`src/iesq_pkg.sv`:
```
// Shared types and constants of the I2C EEPROM page-write sequencer.
// Depends on nothing; iesq_decode, iesq_emit and the top level use it.
package iesq_pkg;

    // Bytes in one EEPROM page; the page offset is taken by masking, so this stays a power of two.
    localparam int PAGE_SIZE = 128;

    // Most bus primitives that one request can cause.
    localparam int MAX_RES = 7;

    // Register reset values and indexes of the configuration port.
    localparam logic [6:0] LOW_DEV_RESET  = 7'd80;
    localparam logic [6:0] HIGH_DEV_RESET = 7'd84;
    localparam logic       CFG_LOW_DEV    = 1'b0;
    localparam logic       CFG_HIGH_DEV   = 1'b1;

    // Request commands.
    localparam logic [1:0] CMD_WRITE = 2'd0;
    localparam logic [1:0] CMD_READ  = 2'd1;
    localparam logic [1:0] CMD_WDATA = 2'd2;
    localparam logic [1:0] CMD_BUS   = 2'd3;

    // Bus primitives and status codes sent to the bit engine.
    typedef enum logic [2:0] {
        OP_START        = 3'd0,
        OP_SEND         = 3'd1,
        OP_RX_ACK       = 3'd2,
        OP_RX_NACK_STOP = 3'd3,
        OP_STOP         = 3'd4,
        OP_READ_DATA    = 3'd5,
        OP_REJECT       = 3'd6,
        OP_DONE         = 3'd7
    } t_op;

    // The list of primitives caused by one request.
    typedef struct packed {
        logic [MAX_RES-1:0][2:0] op;
        logic [MAX_RES-1:0][7:0] val;
        logic [2:0]              count;
    } t_batch;

endpackage

```
`src/iesq_in_if.sv`:
```
// Request channel of the sequencer: valid, ready and one request item.
// Depends on nothing.
interface iesq_in_if;
    logic        valid;
    logic        ready;
    logic [1:0]  cmd;
    logic [31:0] addr;
    logic [15:0] length;
    logic [7:0]  data;
    logic        ack;

    modport source (output valid, cmd, addr, length, data, ack, input ready);
    modport sink   (input valid, cmd, addr, length, data, ack, output ready);
endinterface

```
`src/iesq_out_if.sv`:
```
// Result channel of the sequencer: valid, ready and one bus primitive.
// Depends on nothing.
interface iesq_out_if;
    logic       valid;
    logic       ready;
    logic [2:0] op;
    logic [7:0] byte_value;
    logic       last;

    modport source (output valid, op, byte_value, last, input ready);
    modport sink   (input valid, op, byte_value, last, output ready);
endinterface

```
`src/iesq_decode.sv`:
```
// Input register, sequencer state and the decode of one request into its primitive list.
// Depends on iesq_pkg and iesq_in_if.
module iesq_decode (
    input  logic            i_clk,
    input  logic            i_rst_n,
    iesq_in_if.sink         in_ch,
    input  logic            i_cfg_we,
    input  logic            i_cfg_idx,
    input  logic [6:0]      i_cfg_data,
    output logic            o_batch_valid,
    output iesq_pkg::t_batch o_batch,
    input  logic            i_batch_ready
);

    typedef enum logic [1:0] {
        PH_IDLE    = 2'd0,
        PH_WRITING = 2'd1,
        PH_POLLING = 2'd2,
        PH_READING = 2'd3
    } t_phase;

    localparam logic [15:0] PAGE_MASK = 16'(iesq_pkg::PAGE_SIZE - 1);
    localparam logic [7:0]  PAGE_LEN  = 8'(iesq_pkg::PAGE_SIZE);

    // Registered request.
    logic        r_in_valid;
    logic [1:0]  r_cmd;
    logic [31:0] r_addr;
    logic [15:0] r_length;
    logic [7:0]  r_data;
    logic        r_ack;

    // Configuration and sequencer state.
    logic [6:0]  r_low_dev, r_high_dev;
    t_phase      r_phase, n_phase;
    logic [6:0]  r_dev, n_dev;
    logic [15:0] r_cur, n_cur;
    logic [7:0]  r_chunk, n_chunk;
    logic [15:0] r_total, n_total;

    iesq_pkg::t_batch w_batch;
    logic             w_proc;
    logic [15:0]      w_chunk_addr;
    logic [15:0]      w_chunk_total;
    logic [7:0]       w_room;
    logic [7:0]       w_start_chunk;
    logic [7:0]       w_chunk_dec;
    logic [15:0]      w_total_dec;
    logic [15:0]      w_cur_inc;

    // A request leaves the input register once its list can be handed on.
    assign w_proc        = r_in_valid && ((w_batch.count == 3'd0) || i_batch_ready);
    assign in_ch.ready   = !r_in_valid || w_proc;
    assign o_batch_valid = r_in_valid && (w_batch.count != 3'd0);
    assign o_batch       = w_batch;

    // A chunk opens either at a new write request or after polling succeeds.
    assign w_chunk_addr  = (r_cmd == iesq_pkg::CMD_BUS) ? r_cur : r_addr[15:0];
    assign w_chunk_total = (r_cmd == iesq_pkg::CMD_BUS) ? r_total : r_length;

    // Room left in the page of the address that a new chunk starts at.
    assign w_room        = PAGE_LEN - 8'(w_chunk_addr & PAGE_MASK);
    assign w_start_chunk = (w_chunk_total < {8'd0, w_room}) ? w_chunk_total[7:0] : w_room;
    assign w_chunk_dec   = (r_chunk != 8'd0) ? r_chunk - 8'd1 : r_chunk;
    assign w_total_dec   = (r_total != 16'd0) ? r_total - 16'd1 : r_total;
    assign w_cur_inc     = r_cur + 16'd1;

    // Decode of the registered request against the present state.
    always_comb begin
        w_batch = '0;
        n_phase = r_phase;
        n_dev   = r_dev;
        n_cur   = r_cur;
        n_chunk = r_chunk;
        n_total = r_total;
        case (r_cmd)
            iesq_pkg::CMD_WRITE, iesq_pkg::CMD_READ: begin
                if ((r_phase != PH_IDLE) || (r_addr[31:17] != 15'd0)) begin
                    w_batch.op[0] = iesq_pkg::OP_REJECT;
                    w_batch.count = 3'd1;
                end else begin
                    n_dev = r_addr[16] ? r_high_dev : r_low_dev;
                    n_cur = r_addr[15:0];
                    if (r_length == 16'd0) begin
                        w_batch.op[0] = iesq_pkg::OP_DONE;
                        w_batch.count = 3'd1;
                    end else begin
                        n_total       = r_length;
                        w_batch.op[0] = iesq_pkg::OP_START;
                        w_batch.op[1] = iesq_pkg::OP_SEND;
                        w_batch.val[1] = {n_dev, 1'b0};
                        w_batch.op[2] = iesq_pkg::OP_SEND;
                        w_batch.val[2] = n_cur[15:8];
                        w_batch.op[3] = iesq_pkg::OP_SEND;
                        w_batch.val[3] = n_cur[7:0];
                        if (r_cmd == iesq_pkg::CMD_WRITE) begin
                            n_chunk       = w_start_chunk;
                            n_phase       = PH_WRITING;
                            w_batch.count = 3'd4;
                        end else begin
                            w_batch.op[4]  = iesq_pkg::OP_START;
                            w_batch.op[5]  = iesq_pkg::OP_SEND;
                            w_batch.val[5] = {n_dev, 1'b1};
                            w_batch.op[6]  = (r_length == 16'd1) ? iesq_pkg::OP_RX_NACK_STOP
                                                                 : iesq_pkg::OP_RX_ACK;
                            n_phase        = PH_READING;
                            w_batch.count  = 3'd7;
                        end
                    end
                end
            end
            iesq_pkg::CMD_WDATA: begin
                if (r_phase == PH_WRITING) begin
                    w_batch.op[0]  = iesq_pkg::OP_SEND;
                    w_batch.val[0] = r_data;
                    w_batch.count  = 3'd1;
                    n_cur          = w_cur_inc;
                    n_chunk        = w_chunk_dec;
                    n_total        = w_total_dec;
                    // End of a chunk: stop and start acknowledge polling.
                    if (w_chunk_dec == 8'd0) begin
                        w_batch.op[1]  = iesq_pkg::OP_STOP;
                        w_batch.op[2]  = iesq_pkg::OP_START;
                        w_batch.op[3]  = iesq_pkg::OP_SEND;
                        w_batch.val[3] = {r_dev, 1'b0};
                        w_batch.count  = 3'd4;
                        n_phase        = PH_POLLING;
                    end
                end
            end
            iesq_pkg::CMD_BUS: begin
                if (r_phase == PH_POLLING) begin
                    if (!r_ack) begin
                        w_batch.op[0]  = iesq_pkg::OP_START;
                        w_batch.op[1]  = iesq_pkg::OP_SEND;
                        w_batch.val[1] = {r_dev, 1'b0};
                        w_batch.count  = 3'd2;
                    end else if (r_total != 16'd0) begin
                        // Device ready again: open the next chunk.
                        w_batch.op[0]  = iesq_pkg::OP_STOP;
                        w_batch.op[1]  = iesq_pkg::OP_START;
                        w_batch.op[2]  = iesq_pkg::OP_SEND;
                        w_batch.val[2] = {r_dev, 1'b0};
                        w_batch.op[3]  = iesq_pkg::OP_SEND;
                        w_batch.val[3] = r_cur[15:8];
                        w_batch.op[4]  = iesq_pkg::OP_SEND;
                        w_batch.val[4] = r_cur[7:0];
                        w_batch.count  = 3'd5;
                        n_chunk        = w_start_chunk;
                        n_phase        = PH_WRITING;
                    end else begin
                        w_batch.op[0] = iesq_pkg::OP_STOP;
                        w_batch.op[1] = iesq_pkg::OP_DONE;
                        w_batch.count = 3'd2;
                        n_phase       = PH_IDLE;
                    end
                end else if (r_phase == PH_READING) begin
                    w_batch.op[0]  = iesq_pkg::OP_READ_DATA;
                    w_batch.val[0] = r_data;
                    w_batch.count  = 3'd2;
                    n_cur          = w_cur_inc;
                    n_total        = w_total_dec;
                    if (w_total_dec == 16'd0) begin
                        w_batch.op[1] = iesq_pkg::OP_DONE;
                        n_phase       = PH_IDLE;
                    end else begin
                        w_batch.op[1] = (w_total_dec == 16'd1) ? iesq_pkg::OP_RX_NACK_STOP
                                                               : iesq_pkg::OP_RX_ACK;
                    end
                end
            end
            default: begin
                w_batch = '0;
            end
        endcase
    end

    // Input register.
    always_ff @(posedge i_clk) begin
        if (!i_rst_n) begin
            r_in_valid <= 1'b0;
        end else if (in_ch.ready) begin
            r_in_valid <= in_ch.valid;
        end
        if (in_ch.ready && in_ch.valid) begin
            r_cmd    <= in_ch.cmd;
            r_addr   <= in_ch.addr;
            r_length <= in_ch.length;
            r_data   <= in_ch.data;
            r_ack    <= in_ch.ack;
        end
    end

    // Configuration registers.
    always_ff @(posedge i_clk) begin
        if (!i_rst_n) begin
            r_low_dev  <= iesq_pkg::LOW_DEV_RESET;
            r_high_dev <= iesq_pkg::HIGH_DEV_RESET;
        end else if (i_cfg_we) begin
            if (i_cfg_idx == iesq_pkg::CFG_LOW_DEV) begin
                r_low_dev <= i_cfg_data;
            end else if (i_cfg_idx == iesq_pkg::CFG_HIGH_DEV) begin
                r_high_dev <= i_cfg_data;
            end
        end
    end

    // Sequencer state, updated as each request is decoded.
    always_ff @(posedge i_clk) begin
        if (!i_rst_n) begin
            r_phase <= PH_IDLE;
            r_dev   <= iesq_pkg::LOW_DEV_RESET;
            r_cur   <= 16'd0;
            r_chunk <= 8'd0;
            r_total <= 16'd0;
        end else if (w_proc) begin
            r_phase <= n_phase;
            r_dev   <= n_dev;
            r_cur   <= n_cur;
            r_chunk <= n_chunk;
            r_total <= n_total;
        end
    end

endmodule

```
`src/iesq_emit.sv`:
```
// Result register handing out a primitive list one entry a cycle while out_ch is ready.
// Depends on iesq_pkg and iesq_out_if.
module iesq_emit (
    input  logic             i_clk,
    input  logic             i_rst_n,
    input  logic             i_batch_valid,
    input  iesq_pkg::t_batch i_batch,
    output logic             o_batch_ready,
    iesq_out_if.source       out_ch
);

    iesq_pkg::t_batch r_batch;
    logic             r_valid;
    logic [2:0]       r_idx;
    logic             w_take;
    logic             w_last;

    assign w_last        = (r_idx == (r_batch.count - 3'd1));
    assign w_take        = r_valid && out_ch.ready;
    assign o_batch_ready = !r_valid || (w_take && w_last);

    assign out_ch.valid      = r_valid;
    assign out_ch.op         = r_batch.op[r_idx];
    assign out_ch.byte_value = r_batch.val[r_idx];
    assign out_ch.last       = w_last;

    // A new list loads as the last entry of the previous one is taken.
    always_ff @(posedge i_clk) begin
        if (!i_rst_n) begin
            r_valid <= 1'b0;
            r_idx   <= 3'd0;
        end else if (o_batch_ready) begin
            r_valid <= i_batch_valid;
            r_idx   <= 3'd0;
        end else if (w_take) begin
            r_idx <= r_idx + 3'd1;
        end
        if (o_batch_ready && i_batch_valid) begin
            r_batch <= i_batch;
        end
    end

endmodule

```
`src/i2c_eeprom_page_write_sequencer.sv`:
```
// Top level of the I2C EEPROM page-write sequencer.
// Depends on iesq_pkg, iesq_in_if, iesq_out_if, iesq_decode and iesq_emit.
//
// Requests arrive on i_in (write request, read request, write data byte or
// bus answer) and bus primitives for an I2C bit engine leave on o_out, each
// with valid and ready; last marks the final primitive of one request.
// The two device addresses are written via i_cfg_we, i_cfg_idx and i_cfg_data;
// the user must write them only while idle; the block does not enforce this.
//
// A request is registered on acceptance and decoded in the next cycle into
// a list of up to seven primitives, which the result register hands out one
// per cycle while the receiver is ready.  The first primitive is offered once
// the list has moved from the input register into the result register.  The
// sustained rate is one primitive per cycle while the receiver is ready; a
// request causing none leaves the input register without reaching the result
// register.  The next request is accepted while the present list is still
// being taken.
//
// Synchronous reset clears the phase to idle, restores both device
// registers and empties both registers.  When the receiver stalls, the
// current primitive holds and one further request waits in the input register.
module i2c_eeprom_page_write_sequencer (
    input  logic       i_clk,
    input  logic       i_rst_n,
    iesq_in_if.sink    i_in,
    iesq_out_if.source o_out,
    input  logic       i_cfg_we,
    input  logic       i_cfg_idx,
    input  logic [6:0] i_cfg_data
);

    logic             w_batch_valid;
    logic             w_batch_ready;
    iesq_pkg::t_batch w_batch;

    // Request decode and state.
    iesq_decode u_decode (
        .i_clk         (i_clk),
        .i_rst_n       (i_rst_n),
        .in_ch         (i_in),
        .i_cfg_we      (i_cfg_we),
        .i_cfg_idx     (i_cfg_idx),
        .i_cfg_data    (i_cfg_data),
        .o_batch_valid (w_batch_valid),
        .o_batch       (w_batch),
        .i_batch_ready (w_batch_ready)
    );

    // Primitive output.
    iesq_emit u_emit (
        .i_clk         (i_clk),
        .i_rst_n       (i_rst_n),
        .i_batch_valid (w_batch_valid),
        .i_batch       (w_batch),
        .o_batch_ready (w_batch_ready),
        .out_ch        (o_out)
    );

endmodule
```
`src/flat_wrapper.sv`:
```
// flat-port wrapper written by rule: the top's interface ports become plain ports
module i2c_eeprom_page_write_sequencer_flat 
  (i_clk, i_rst_n, i_cfg_we, i_cfg_idx, i_cfg_data, i_in_valid, i_in_cmd, i_in_addr, i_in_length, i_in_data, i_in_ack, i_in_ready, o_out_valid, o_out_op, o_out_byte_value, o_out_last, o_out_ready);
  iesq_in_if i_in_i ();
  iesq_out_if o_out_i ();
  input  logic i_clk;
  input  logic i_rst_n;
  input  logic i_cfg_we;
  input  logic i_cfg_idx;
  input  logic [6:0] i_cfg_data;
  input wire logic [$bits(i_in_i.valid)-1:0] i_in_valid;
  input wire logic [$bits(i_in_i.cmd)-1:0] i_in_cmd;
  input wire logic [$bits(i_in_i.addr)-1:0] i_in_addr;
  input wire logic [$bits(i_in_i.length)-1:0] i_in_length;
  input wire logic [$bits(i_in_i.data)-1:0] i_in_data;
  input wire logic [$bits(i_in_i.ack)-1:0] i_in_ack;
  output wire logic [$bits(i_in_i.ready)-1:0] i_in_ready;
  output wire logic [$bits(o_out_i.valid)-1:0] o_out_valid;
  output wire logic [$bits(o_out_i.op)-1:0] o_out_op;
  output wire logic [$bits(o_out_i.byte_value)-1:0] o_out_byte_value;
  output wire logic [$bits(o_out_i.last)-1:0] o_out_last;
  input wire logic [$bits(o_out_i.ready)-1:0] o_out_ready;
  assign i_in_i.valid = i_in_valid;
  assign i_in_i.cmd = i_in_cmd;
  assign i_in_i.addr = i_in_addr;
  assign i_in_i.length = i_in_length;
  assign i_in_i.data = i_in_data;
  assign i_in_i.ack = i_in_ack;
  assign i_in_ready = i_in_i.ready;
  assign o_out_valid = o_out_i.valid;
  assign o_out_op = o_out_i.op;
  assign o_out_byte_value = o_out_i.byte_value;
  assign o_out_last = o_out_i.last;
  assign o_out_i.ready = o_out_ready;
  i2c_eeprom_page_write_sequencer u_core (.i_clk(i_clk), .i_rst_n(i_rst_n), .i_in(i_in_i), .o_out(o_out_i), .i_cfg_we(i_cfg_we), .i_cfg_idx(i_cfg_idx), .i_cfg_data(i_cfg_data));
endmodule
```
`config.mk`:
```
export PLATFORM = sky130hd
export DESIGN_NAME = i2c_eeprom_page_write_sequencer_flat
export DESIGN_NICKNAME = d
export VERILOG_FILES = /design/src/iesq_pkg.sv /design/src/iesq_in_if.sv /design/src/iesq_out_if.sv /design/src/iesq_decode.sv /design/src/iesq_emit.sv /design/src/i2c_eeprom_page_write_sequencer.sv /design/src/flat_wrapper.sv
export SDC_FILE = /design/constraint.sdc
export NUM_CORES = 1
export LEC_CHECK = 0
export ABC_AREA = 1
export BUFFER_PORTS_ARGS = -buffer_cell sky130_fd_sc_hd__buf_2
export CELL_PAD_IN_SITES_DETAIL_PLACEMENT = 1
export CELL_PAD_IN_SITES_GLOBAL_PLACEMENT = 1
export CORE_ASPECT_RATIO = 0.7
export CORE_MARGIN = 1
export CORE_UTILIZATION = 35
export CTS_BUF_LIST = sky130_fd_sc_hd__clkbuf_8
export DETAILED_ROUTE_END_ITERATION = 6
export GPL_ROUTABILITY_DRIVEN = 0
export PLACE_DENSITY = 0.67
export SLEW_MARGIN = 20
export SYNTH_ARGS = -nofsm -noshare
export SYNTH_HDL_FRONTEND = slang
export SYNTH_SLANG_ARGS = --single-unit
```
`constraint.sdc`:
```
create_clock -name i_clk -period 4.4 [get_ports i_clk]
set_input_delay 1.1 -clock i_clk [delete_from_list [all_inputs] [get_ports i_clk]]
set_output_delay 1.1 -clock i_clk [all_outputs]
set_load 0.005 [all_outputs]
```
==> results_tabular.tex, run 1 <==
\begin{tabular}{lr}
\hline
Metric & Value \\
\hline
\multicolumn{2}{l}{\textbf{Run status}} \\
Status & finished clean \\
\multicolumn{2}{l}{\textbf{Logic synthesis}} \\
Mux contribution to synthesized area & 0.102\% \\
List of most frequent post-synthesis cells & nand2\_1 (280), nor2\_1 (189), o21ai\_0 (128) \\
Compound-Gate Fraction of Synth Area & 12.5\% \\
Share of flip-flops with an asynchronous set or reset after synthesis & 0\% \\
Simple-gate area share of the yosys netlist & 25.6\% \\
Xor and xnor area share after synthesis & 1.61\% \\
Proportion of synthesized chip area in sequential cells & 50.4\% \\
Largest family of logic cells by synthesized area & simple AND/OR/NAND/NOR gates \\
Synthesized net count & 1303 \\
Dominant cell type by area after synthesis & edfxtp\_1 \\
Post-synthesis instance total & 1213 \\
Mean instance size in the synthesized netlist & 8.07 um2 \\
Leading register cell type out of synthesis & edfxtp\_1 \\
Main area contributors after synthesis & edfxtp\_1 (36\%), dfxtp\_1 (14\%), nand2\_1 (11\%), nor2\_1 (7.2\%), o21ai\_0 (6.5\%) \\
Synth cell types & 42 \\
Number of enable-type register cells in the synthesized netlist & 119 \\
Mapped cell area & 9790 um2 \\
Adder and majority gate portion of the synthesized area & 2.30\% \\
Most frequent cell after synthesis & nand2\_1 \\
Fraction of post-synthesis cell area in the top cell type by area & 36.5\% \\
Yosys reg bits & 187 \\
YS warnings & 0 \\
\multicolumn{2}{l}{\textbf{Critical path}} \\
Crit path launch type & flop \\
Slowest stage cell on the critical path & dfxtp\_1 \\
Cell family with the largest share of critical-path delay & simple AND/OR/NAND/NOR gates \\
Worst Path Max Fanout & 23 \\
Cell chain of the critical path & clkinv\_1 > ha\_1 > nand2\_2 > nor2\_4 > nand2\_4 > nand2\_2 > nand3\_1 > o21ai\_1 > nor2\_2 > nand2\_4 > nand3\_1 > buf\_2 \\
Largest incremental delay on the critical path & 0.38 ns \\
Type of the worst setup path & reg -> out \\
Data arrival at the endpoint of the critical path & 2.88 ns \\
Number of buffer and inverter stages on the critical path & 2 \\
Required time reported for the critical path endpoint & 3.30 ns \\
Crit path capture type & primary output \\
\multicolumn{2}{l}{\textbf{CTS}} \\
CTS clock-pin slew for the worst setup and hold paths & 0.10 ns \\
Largest buffer count on any clock path & 2 \\
Count of hold-fix buffers inserted at cts & 0 \\
Number of buffers created by CTS & 17 \\
Sinks on Clock Net & 187 \\
Clock latency reported for the late side of the worst-skew pair & 0.51 ns \\
Number of resized instances in the post-cts repair step & 0 \\
CTS tree & yes \\
Buffer type at the clock tree root & clkbuf\_8 \\
Number of buffers inserted by post-CTS setup repair & 0 \\
Number of H-tree levels & 4 \\
\multicolumn{2}{l}{\textbf{Floorplanning}} \\
Vert. Die Dim & 142 um \\
Initial Utilization & 36.2\% \\
Boundary pin count & 86 \\
Die Span X & 202 um \\
Die footprint & 28700 um2 \\
Core region area & 27100 um2 \\
Floorplan row count & 50 \\
\multicolumn{2}{l}{\textbf{Timing}} \\
Setup total negative slack & 0 ns \\
Tmin final & 3.98 ns \\
Number of max-slew violations in the final report & 0 \\
Unrepaired setup endpoints after global routing & no \\
Final setup fails & 0 \\
Max-Slew Margin vs Limit & 43.0\% \\
Share of the clock period used by the worst path after layout & 90.5\% \\
Clock skew & 0.0134 ns \\
Total count of hold-check failures in the final report & 0 \\
Fmax & 251 MHz \\
Pin slew with the least headroom to its limit & 0.851 ns \\
\multicolumn{2}{l}{\textbf{Final layout}} \\
Layout filler cell count & 3309 \\
Diodes inserted & 0 \\
\# nets final & 1374 \\
Fraction of layout instances using a drive strength above 1 & 13.4\% \\
Synth-to-Final Area Change & 12.2\% \\
Post-route core utilization & 40.6\% \\
\multicolumn{2}{l}{\textbf{Global route}} \\
Total track usage & 21.6\% \\
Via count of the first global-routing pass & 8151 \\
Total gr overflow & 0 \\
Wire length of the first global-routing pass & 47.1 mm \\
Number of antenna violations at the first check in global routing & 0 \\
Maximum number of pins on one net before global-route repair & 61 \\
\multicolumn{2}{l}{\textbf{Drt}} \\
Mean number of vias per cell & 5.05 \\
Remaining routing DRC violations & 0 \\
Routed WL per cell & 18.1 um \\
First DRT Iteration DRCs & 646 \\
First-pass iteration count of the detailed router & 5 \\
Number of vias after detailed routing & 8386 \\
Count of antenna-violating nets left after detailed routing & 0 \\
WL final & 30.0 mm \\
\multicolumn{2}{l}{\textbf{Power and ir drop}} \\
Peak supply drop & 0.207 mV \\
Static Leakage & 4.68 nW \\
Power density over cell area & 362 nW/um2 \\
\multicolumn{2}{l}{\textbf{Place}} \\
Half-perimeter wire length of the detailed placement result & 22.6 mm \\
Port Buf Inserts & 85 \\
\multicolumn{2}{l}{\textbf{Flow run}} \\
Max capacitance violation total & 0 \\
\multicolumn{2}{l}{\textbf{Min path}} \\
Worst hold path type & reg -> reg \\
\hline
\end{tabular}
## placed cells by master (no fill, tap or decap), drive strengths merged, types with 4 or more instances in the layout
cell      n
edfxtp  119
buf      94
xor2     14
nor2    208
o221ai    8
nand4    13
dfxtp    68
nand3    60
o22ai    23
clkinv    6
o21ai   142
ha       18
a21oi    42
xnor2     4
o211ai    6
inv     141
nand2   288
clkbuf   18
nor3      9
## kinds of logic after synthesis
family,Yosys count
flops,187
simple gates,582
mux,1
xor+xnor,18
fa+ha+maj,18
buf+inv,181
compound gates,226
## worst paths after layout
check	startpoint	end	slack [ns]	cells after the start
setup / recovery	u_core.u_decode.r_total[0]	i_in_ready	0.42	12
hold / removal	u_core.u_decode.r_high_dev[3]	u_core.u_decode.r_high_dev[3]	0.46	2
setup reg to reg	u_core.u_decode.r_cmd[1]	u_core.u_decode.r_chunk[1]	0.45	15
hold reg to reg	u_core.u_decode.r_high_dev[3]	u_core.u_decode.r_high_dev[3]	0.46	2
## metrics by stage
step | worst slack [ns] | cells | hold slack [ns] | power (mW) | area [um2]
global placement | 0.722 | 1629 | 0.441 | 2.72 | 10600
CTS | 0.350 | 1661 | 0.471 | 4.02 | 11000
global route | 0.0296 | 1661 | 0.486 | 4.18 | 11000
detailed placement | 0.438 | 1629 | 0.454 | 2.74 | 10600
finish | 0.419 | 1661 | 0.463 | 3.98 | 11000
floorplan | 0.766 | 1213 | 0.424 | 2.51 | 9800
## final cells by class
cell class | instances | area (um2) | area share (%)
clock buffer | 18 | 248 | 2.25
clock inverter | 14 | 181 | 1.65
inverter | 139 | 522 | 4.75
multi-input combinational | 845 | 4130 | 37.6
sequential | 187 | 4930 | 44.9
tap | 364 | 455 | 4.14
timing repair buffer | 94 | 518 | 4.71
## worst register-to-register path, stage by stage (launching register included)
cell and delay (ns):
edfxtp_1 0.45, ha_1 0.38, o21ai_0 0.45, ha_1 0.26
nor3b_1 0.32, nand3_1 0.14, xor2_1 0.24, ha_1 0.28
nand2_1 0.09, o21ai_0 0.09, nor3_1 0.22, nand2_1 0.32
o211ai_1 0.30, o21ai_0 0.12, o21ai_1 0.15, nor2_1 0.05
## sequential cells by signal (all words and copies together), names as in the netlist
register,cells
u_core.u_decode.r_addr,32
u_core.u_decode.r_high_dev,7
u_core.u_decode.r_dev,7
u_core.u_decode.r_in_valid,1
u_core.u_decode.r_length,16
u_core.u_decode.r_phase,2
u_core.u_decode.r_low_dev,7
u_core.u_decode.r_data,8
u_core.u_decode.r_total,16
u_core.u_decode.r_cmd,2
u_core.u_decode.r_chunk,8
u_core.u_decode.r_ack,1
u_core.u_decode.r_cur,16
u_core.u_emit.r_idx,3
u_core.u_emit.out_ch.valid,1
u_core.u_emit.r_batch,60
## where the power goes
| part | switching (mW) | total (mW) | internal (mW) |
|---|---|---|---|
| Combinational | 0.484 | 0.702 | 0.218 |
| Sequential | 0.0528 | 2.00 | 1.95 |
| Clock | 0.688 | 1.28 | 0.587 |
| Total | 1.22 | 3.98 | 2.75 |
## metal layers
metal  routed length [um]  global-route usage (%)  share of wire, %  vias to the layer above
met5                    0                       0                 0                        -
met4                  273                    5.22              0.91                        0
met3                 1810                    5.01               6.0                       23
met2                11900                    28.9                40                      209
met1                16000                    34.2                54                     4002
li1                     -                       -                 -                     4152
(Power assumes the default switching activity.)
==> run 2, diff against run 1 <==
--- a/config.mk
+++ b/config.mk
@@ -12,7 +12,7 @@
 export CORE_ASPECT_RATIO = 0.7
 export CORE_MARGIN = 1
 export CORE_UTILIZATION = 35
-export CTS_BUF_LIST = sky130_fd_sc_hd__clkbuf_8
+export CTS_BUF_LIST = sky130_fd_sc_hd__clkbuf_2
 export DETAILED_ROUTE_END_ITERATION = 6
 export GPL_ROUTABILITY_DRIVEN = 0
 export PLACE_DENSITY = 0.67
==> results_tabular.tex, run 2 (synthesized netlist as in run 1, its figures left out) <==
\begin{tabular}{lr}
\hline
Metric & Value \\
\hline
\multicolumn{2}{l}{\textbf{Drt}} \\
Remaining routing DRC violations & 0 (unchanged) \\
Met1 WL & 16.5 mm (+2.8\%) \\
Number of vias after detailed routing & 8429 (+0.51\%) \\
First-pass iteration count of the detailed router & 5 (unchanged) \\
First DRT Iteration DRCs & 600 (-7.1\%) \\
Mean number of vias per cell & 5.06 (+0.27\%) \\
Highest signal layer in the routed design & met4 \\
WL final & 30.2 mm (+0.78\%) \\
Count of antenna-violating nets left after detailed routing & 0 (unchanged) \\
Met3 wire length & 1.44 mm (-20\%) \\
Routed WL per cell & 18.1 um (+0.54\%) \\
Met2 WL post-DR & 12.0 mm (+1.0\%) \\
\multicolumn{2}{l}{\textbf{Timing}} \\
Max-Slew Margin vs Limit & 40.7\% (-2.3 points) \\
Fmax & 243 MHz (-3.2\%) \\
Setup total negative slack & 0 ns (unchanged) \\
Share of the clock period used by the worst path after layout & 93.4\% (+2.9 points) \\
Number of max-slew violations in the final report & 0 (unchanged) \\
Total count of hold-check failures in the final report & 0 (unchanged) \\
Minimum setup slack in the final design & 0.290 ns (-0.130 ns) \\
Final setup fails & 0 (unchanged) \\
Pin slew with the least headroom to its limit & 0.886 ns (+0.0351 ns) \\
Clock skew & 0.0401 ns (+0.0266 ns) \\
Tmin final & 4.11 ns (+0.130 ns) \\
\multicolumn{2}{l}{\textbf{Power and ir drop}} \\
Part of the total power dissipated in combinational logic & 19.5\% (+1.9 points) \\
Cell-internal power & 2.51 mW (-8.9\%) \\
Seq pwr share & 53.8\% (+3.5 points) \\
Switching Share & 32.7\% (+1.9 points) \\
Power spent charging and discharging nets & 1.22 mW (-0.66\%) \\
Peak supply drop & 0.201 mV (-2.9\%) \\
Static Leakage & 4.64 nW (-0.88\%) \\
Power density over cell area & 341 nW/um2 (-5.6\%) \\
Clock share of power & 26.7\% (-5.4 points) \\
\multicolumn{2}{l}{\textbf{Floorplanning}} \\
Die footprint & 28700 um2 (unchanged) \\
Boundary pin count & 86 (unchanged) \\
Core region area & 27100 um2 (unchanged) \\
Initial Utilization & 36.2\% (unchanged) \\
Vert. Die Dim & 142 um (unchanged) \\
Die Span X & 202 um (unchanged) \\
Floorplan row count & 50 (unchanged) \\
\multicolumn{2}{l}{\textbf{Final layout}} \\
Commonest cells after routing, fill and taps aside & nand2\_1 (280), nor2\_1 (186), o21ai\_0 (128) \\
Leading registers by flop count & u\_core.u\_emit.r\_batch x60, u\_core.u\_decode.r\_addr x32 \\
Synth-to-Final Area Change & 11.4\% \\
Fraction of layout instances using a drive strength above 1 & 14.4\% (+0.97 points) \\
Register with the most flip-flops & u\_core.u\_emit.r\_batch \\
\# nets final & 1377 (+0.22\%) \\
Number of flip-flops in the largest register & 60 (unchanged) \\
Most frequent standard cell in the layout excluding fill and tap cells & nand2\_1 \\
Post-route core utilization & 40.3\% (-0.30 points) \\
\multicolumn{2}{l}{\textbf{Place}} \\
Setup Slack @ Placement & 0.438 ns (unchanged) \\
Port Buf Inserts & 85 (unchanged) \\
Half-perimeter wire length of the detailed placement result & 22.6 mm (unchanged) \\
\multicolumn{2}{l}{\textbf{CTS}} \\
Number of buffers created by CTS & 17 (unchanged) \\
Sinks on Clock Net & 187 (unchanged) \\
Number of H-tree levels & 4 (unchanged) \\
Largest buffer count on any clock path & 2 (unchanged) \\
Clock latency reported for the late side of the worst-skew pair & 0.86 ns (+0.35 ns) \\
CTS clock-pin slew for the worst setup and hold paths & 0.30 ns (+0.20 ns) \\
Count of hold-fix buffers inserted at cts & 0 (unchanged) \\
Buffer type at the clock tree root & clkbuf\_2 \\
CTS tree & yes \\
\multicolumn{2}{l}{\textbf{Critical path}} \\
Data arrival at the endpoint of the critical path & 3.01 ns (+0.13 ns) \\
Worst Path Max Fanout & 7 (-70\%) \\
Required time reported for the critical path endpoint & 3.30 ns (about the same) \\
Crit path launch type & flop \\
Crit path capture type & primary output \\
Worst r2r path cells & 15 (unchanged) \\
Type of the worst setup path & reg -> out \\
\multicolumn{2}{l}{\textbf{Global route}} \\
Number of antenna violations at the first check in global routing & 1 (+1) \\
Via count of the first global-routing pass & 8159 (+0.098\%) \\
Maximum number of pins on one net before global-route repair & 61 (unchanged) \\
Wire length of the first global-routing pass & 47.1 mm (unchanged) \\
Total gr overflow & 0 (unchanged) \\
Total track usage & 21.6\% (-0.031 points) \\
\multicolumn{2}{l}{\textbf{Min path}} \\
Cells on Worst Hold Path & 1 (-1) \\
Worst hold path type & in -> reg \\
\multicolumn{2}{l}{\textbf{Flow run}} \\
Max capacitance violation total & 0 (unchanged) \\
\multicolumn{2}{l}{\textbf{Run status}} \\
Status & finished clean \\
\hline
\end{tabular}
==> run 2: changes by cell type in the layout (fill, tap and decap cells not counted), moves of 2 or more <==
cell,before,now
ha_1,18,14
clkbuf_8,18,0
nor2_1,188,186
clkbuf_2,0,17
buf_4,7,10
ha_2,0,4
inv_1,126,124
==> run 2: critical path: stages (launching register included) <==
cell and delay (ns):
dfxtp_2 0.39, inv_2 0.12, ha_2 0.24, nand2_2 0.10, nor2_4 0.16, inv_2 0.08
nand2_1 0.13, nand2_1 0.08, nor2_2 0.18, nand3_4 0.14, nand2_2 0.10, nor2_2 0.05
nand2_4 0.11, nand3_1 0.12, buf_2 0.17
==> run 2: through the flow <==
stage / instance area (um2) / total power, mW / std cells / hold slack, ns
2_1_floorplan: 9800 / 2.51 / 1213 / 0.424
3_3_place_gp: 10600 / 2.72 / 1629 / 0.441
3_5_place_dp: 10600 / 2.74 / 1629 / 0.454
4_1_cts: 10900 / 3.74 / 1662 / 0.275
5_1_grt: 10900 / 3.92 / 1665 / 0.269
6_report: 10900 / 3.72 / 1665 / 0.377
==> run 2: final cells by class <==
class | count | area [um2]
clock inverters | 15 | 185
fillers | 3329 | 16200
well taps | 364 | 455
multi-input cells | 845 | 4180
clock buffers | 17 | 85.1
diodes | 1 | 2.50
repair buffers | 97 | 541
flip-flops and latches | 187 | 4940
inverters | 139 | 527
==> run 2: what timing repair did <==
action	4_1_cts	5_1_grt
setup endpoints to repair	1	2
resized for setup	6	9
setup buffers	1	2
endpoints found under the hold margin	0	0
pin swaps	0	2
==> run 2: routing by layer <==
layer	global-route usage [%]	vias to the layer above
li1	-	4158
met1	34.4	4072
met2	29.0	173
met3	4.72	26
met4	4.86	0
met5	0	-
==> run 2: power by group through the flow <==
stage          logic (mW)  clock network [mW]  registers (mW)
2_1_floorplan       0.496                   0            2.02
3_3_place_gp        0.686                   0            2.04
3_5_place_dp        0.697                   0            2.04
4_1_cts             0.705                1.03            2.00
5_1_grt             0.823                1.09            2.01
6_report            0.726               0.995            2.00
==> run 2: path summary, 6_finish.rpt <==
check	from	endpoint	slack [ns]
setup / recovery	u_core.u_decode.r_chunk[0]	i_in_ready	0.29
hold / removal	i_in_ack	u_core.u_decode.r_ack	0.38
setup reg to reg	u_core.u_decode.r_cmd[1]	u_core.u_decode.r_chunk[1]	0.52
hold reg to reg	u_core.u_decode.r_high_dev[3]	u_core.u_decode.r_high_dev[3]	0.48
==> run 3, diff against run 2 <==
--- a/config.mk
+++ b/config.mk
@@ -11,11 +11,13 @@
 export CELL_PAD_IN_SITES_GLOBAL_PLACEMENT = 1
 export CORE_ASPECT_RATIO = 0.7
 export CORE_MARGIN = 1
-export CORE_UTILIZATION = 35
+export CORE_UTILIZATION = 42
 export CTS_BUF_LIST = sky130_fd_sc_hd__clkbuf_2
 export DETAILED_ROUTE_END_ITERATION = 6
 export GPL_ROUTABILITY_DRIVEN = 0
-export PLACE_DENSITY = 0.67
+export PLACE_DENSITY = 0.79
+export REMOVE_ABC_BUFFERS = 1
+export SETUP_SLACK_MARGIN = 0.3
 export SLEW_MARGIN = 20
 export SYNTH_ARGS = -nofsm -noshare
 export SYNTH_HDL_FRONTEND = slang
==> results_tabular.tex, run 3 (synthesized netlist as in run 1, its figures left out) <==
\begin{tabular}{lr}
\hline
Metric & Value \\
\hline
\multicolumn{2}{l}{\textbf{Critical path}} \\
Type of the worst setup path & reg -> out \\
Required time reported for the critical path endpoint & 3.30 ns (about the same) \\
Destination of the critical timing path & i\_in\_ready \\
Terminus of the critical flop-to-flop path & u\_core.u\_decode.r\_chunk[1] \\
Crit path capture type & primary output \\
Data arrival at the endpoint of the critical path & 2.82 ns (-0.19 ns) \\
Worst r2r path cells & 17 (+2) \\
Worst Path Max Fanout & 8 (+1) \\
Crit path launch type & flop \\
Launching instance or port of the critical path & u\_core.u\_decode.r\_total[0] \\
Critical register-to-register path startpoint & u\_core.u\_decode.r\_cmd[1] \\
R2r setup slk & 0.73 ns (+0.21 ns) \\
\multicolumn{2}{l}{\textbf{Final layout}} \\
Number of flip-flops in the largest register & 60 (unchanged) \\
\# nets final & 1389 (+0.87\%) \\
Leading registers by flop count & u\_core.u\_emit.r\_batch x60, u\_core.u\_decode.r\_addr x32 \\
Most frequent standard cell in the layout excluding fill and tap cells & nand2\_1 \\
Commonest cells after routing, fill and taps aside & nand2\_1 (276), nor2\_1 (186), o21ai\_0 (128) \\
Register with the most flip-flops & u\_core.u\_emit.r\_batch \\
Synth-to-Final Area Change & 12.5\% \\
Post-route core utilization & 48.5\% (+8.2 points) \\
Layout filler cell count & 2791 (-16\%) \\
Fraction of layout instances using a drive strength above 1 & 16.2\% (+1.8 points) \\
\multicolumn{2}{l}{\textbf{Timing}} \\
Tmin final & 3.92 ns (-0.188 ns) \\
Share of the clock period used by the worst path after layout & 89.1\% (-4.3 points) \\
Max-Slew Margin vs Limit & 51.8\% (+11 points) \\
WHS & 0.377 ns (+0.000326 ns) \\
Number of max-slew violations in the final report & 0 (unchanged) \\
Fmax & 255 MHz (+4.8\%) \\
Pin slew with the least headroom to its limit & 0.716 ns (-0.170 ns) \\
Total count of hold-check failures in the final report & 0 (unchanged) \\
Final setup fails & 0 (unchanged) \\
Clock skew & 0.0576 ns (+0.0175 ns) \\
Unrepaired setup endpoints after global routing & no \\
\multicolumn{2}{l}{\textbf{CTS}} \\
Buffer type at the clock tree root & clkbuf\_2 \\
Sinks on Clock Net & 187 (unchanged) \\
Number of H-tree levels & 4 (unchanged) \\
Largest buffer count on any clock path & 2 (unchanged) \\
CTS clock-pin slew for the worst setup and hold paths & 0.32 ns (+0.02 ns) \\
Number of buffers created by CTS & 17 (unchanged) \\
Count of hold-fix buffers inserted at cts & 0 (unchanged) \\
Clock latency reported for the late side of the worst-skew pair & 0.86 ns (about the same) \\
CTS tree & yes \\
\multicolumn{2}{l}{\textbf{Power and ir drop}} \\
Static Leakage & 4.71 nW (+1.5\%) \\
Power density over cell area & 341 nW/um2 (about the same) \\
Peak supply drop & 0.217 mV (+8.2\%) \\
\multicolumn{2}{l}{\textbf{Drt}} \\
Number of vias after detailed routing & 8626 (+2.3\%) \\
First DRT Iteration DRCs & 787 (+31\%) \\
First-pass iteration count of the detailed router & 5 (unchanged) \\
Remaining routing DRC violations & 0 (unchanged) \\
Count of antenna-violating nets left after detailed routing & 0 (unchanged) \\
WL final & 29.5 mm (-2.3\%) \\
Routed WL per cell & 18.2 um (+0.16\%) \\
Mean number of vias per cell & 5.31 (+4.9\%) \\
\multicolumn{2}{l}{\textbf{Floorplanning}} \\
Boundary pin count & 86 (unchanged) \\
Core region area & 22700 um2 (-16\%) \\
Initial Utilization & 43.1\% (+6.9 points) \\
Floorplan row count & 46 (-8.0\%) \\
Die Span X & 185 um (-8.6\%) \\
Vert. Die Dim & 130 um (-8.6\%) \\
Die footprint & 23900 um2 (-16\%) \\
\multicolumn{2}{l}{\textbf{Global route}} \\
Total track usage & 25.4\% (+3.8 points) \\
Total gr overflow & 0 (unchanged) \\
Via count of the first global-routing pass & 8442 (+3.5\%) \\
Maximum number of pins on one net before global-route repair & 61 (unchanged) \\
Number of antenna violations at the first check in global routing & 1 (unchanged) \\
Wire length of the first global-routing pass & 45.9 mm (-2.5\%) \\
\multicolumn{2}{l}{\textbf{Min path}} \\
Cells on Worst Hold Path & 1 (unchanged) \\
Worst hold path type & in -> reg \\
\multicolumn{2}{l}{\textbf{Place}} \\
Port Buf Inserts & 85 (unchanged) \\
Half-perimeter wire length of the detailed placement result & 21.6 mm (-4.4\%) \\
\multicolumn{2}{l}{\textbf{Run status}} \\
Status & finished clean \\
\multicolumn{2}{l}{\textbf{Flow run}} \\
Max capacitance violation total & 0 (unchanged) \\
\hline
\end{tabular}
==> run 3: area by class of cell <==
type	instances	area (um2)	share of cell area, %
flip-flops and latches	187	4940	44.9
multi-input cells	846	4260	38.7
repair buffers	108	623	5.66
inverters	139	534	4.85
well taps	312	390	3.54
clock inverters	14	181	1.65
clock buffers	17	85.1	0.772
diodes	1	2.50	0.0227
==> run 3: worst min-delay path by stage <==
stage                                       from                           end  slack [ns]
global route                        i_in_addr[1]     u_core.u_decode.r_addr[1]        0.31
global placement    u_core.u_decode.r_low_dev[4]  u_core.u_decode.r_low_dev[4]        0.44
finish                              i_in_addr[1]     u_core.u_decode.r_addr[1]        0.38
floorplan           u_core.u_decode.r_low_dev[4]  u_core.u_decode.r_low_dev[4]        0.42
CTS                                 i_in_addr[1]     u_core.u_decode.r_addr[1]        0.31
detailed placement  u_core.u_decode.r_low_dev[4]  u_core.u_decode.r_low_dev[4]        0.44
==> run 3: worst max-delay path: stages, from the launching register on <==
cell and delay [ns]:
dfxtp_4 0.43, inv_4 0.11, ha_4 0.18, nand2_2 0.12, nor2_4 0.22, nand2_8 0.11
nand2_8 0.11, nand3_1 0.11, o21ai_2 0.12, nor2_2 0.08, nand2_4 0.12, nand3_2 0.09
buf_2 0.17
==> run 3: what timing repair did <==
| item | in CTS | in global routing |
|---|---|---|
| pin swaps | 2 | 4 |
| endpoints found under the setup margin | 1 | 10 |
| buffers inserted | 3 | 11 |
| gates cloned | 0 | 1 |
| resized for setup | 18 | 20 |
==> run 3: per-stage QoR <==
stage                     cells  power (mW)  worst slack [ns]  TNS, ns  cell area [um2]
final                      1624        3.76             0.478        0            11000
after global routing       1624        3.93             0.316        0            11000
after CTS                  1611        3.73             0.309        0            10900
after detailed placement   1577        2.73             0.493        0            10500
after global placement     1577        2.71             0.755        0            10500
after floorplan            1171        2.49             -1.43   -85.92             9580
==> run 3: per-layer routing <==
metal	global-route usage, %	up-vias	wire length (um)
li1	-	4200	-
met2	37.0	253	12400
met1	38.1	4146	14900
met5	0	-	0
met4	6.08	0	354
met3	5.55	27	1920
==> run 3: power by group <==
part / internal [mW] / switching (mW)
Sequential: 1.95 / 0.0536
Clock: 0.330 / 0.662
Combinational: 0.249 / 0.515
Total: 2.53 / 1.23
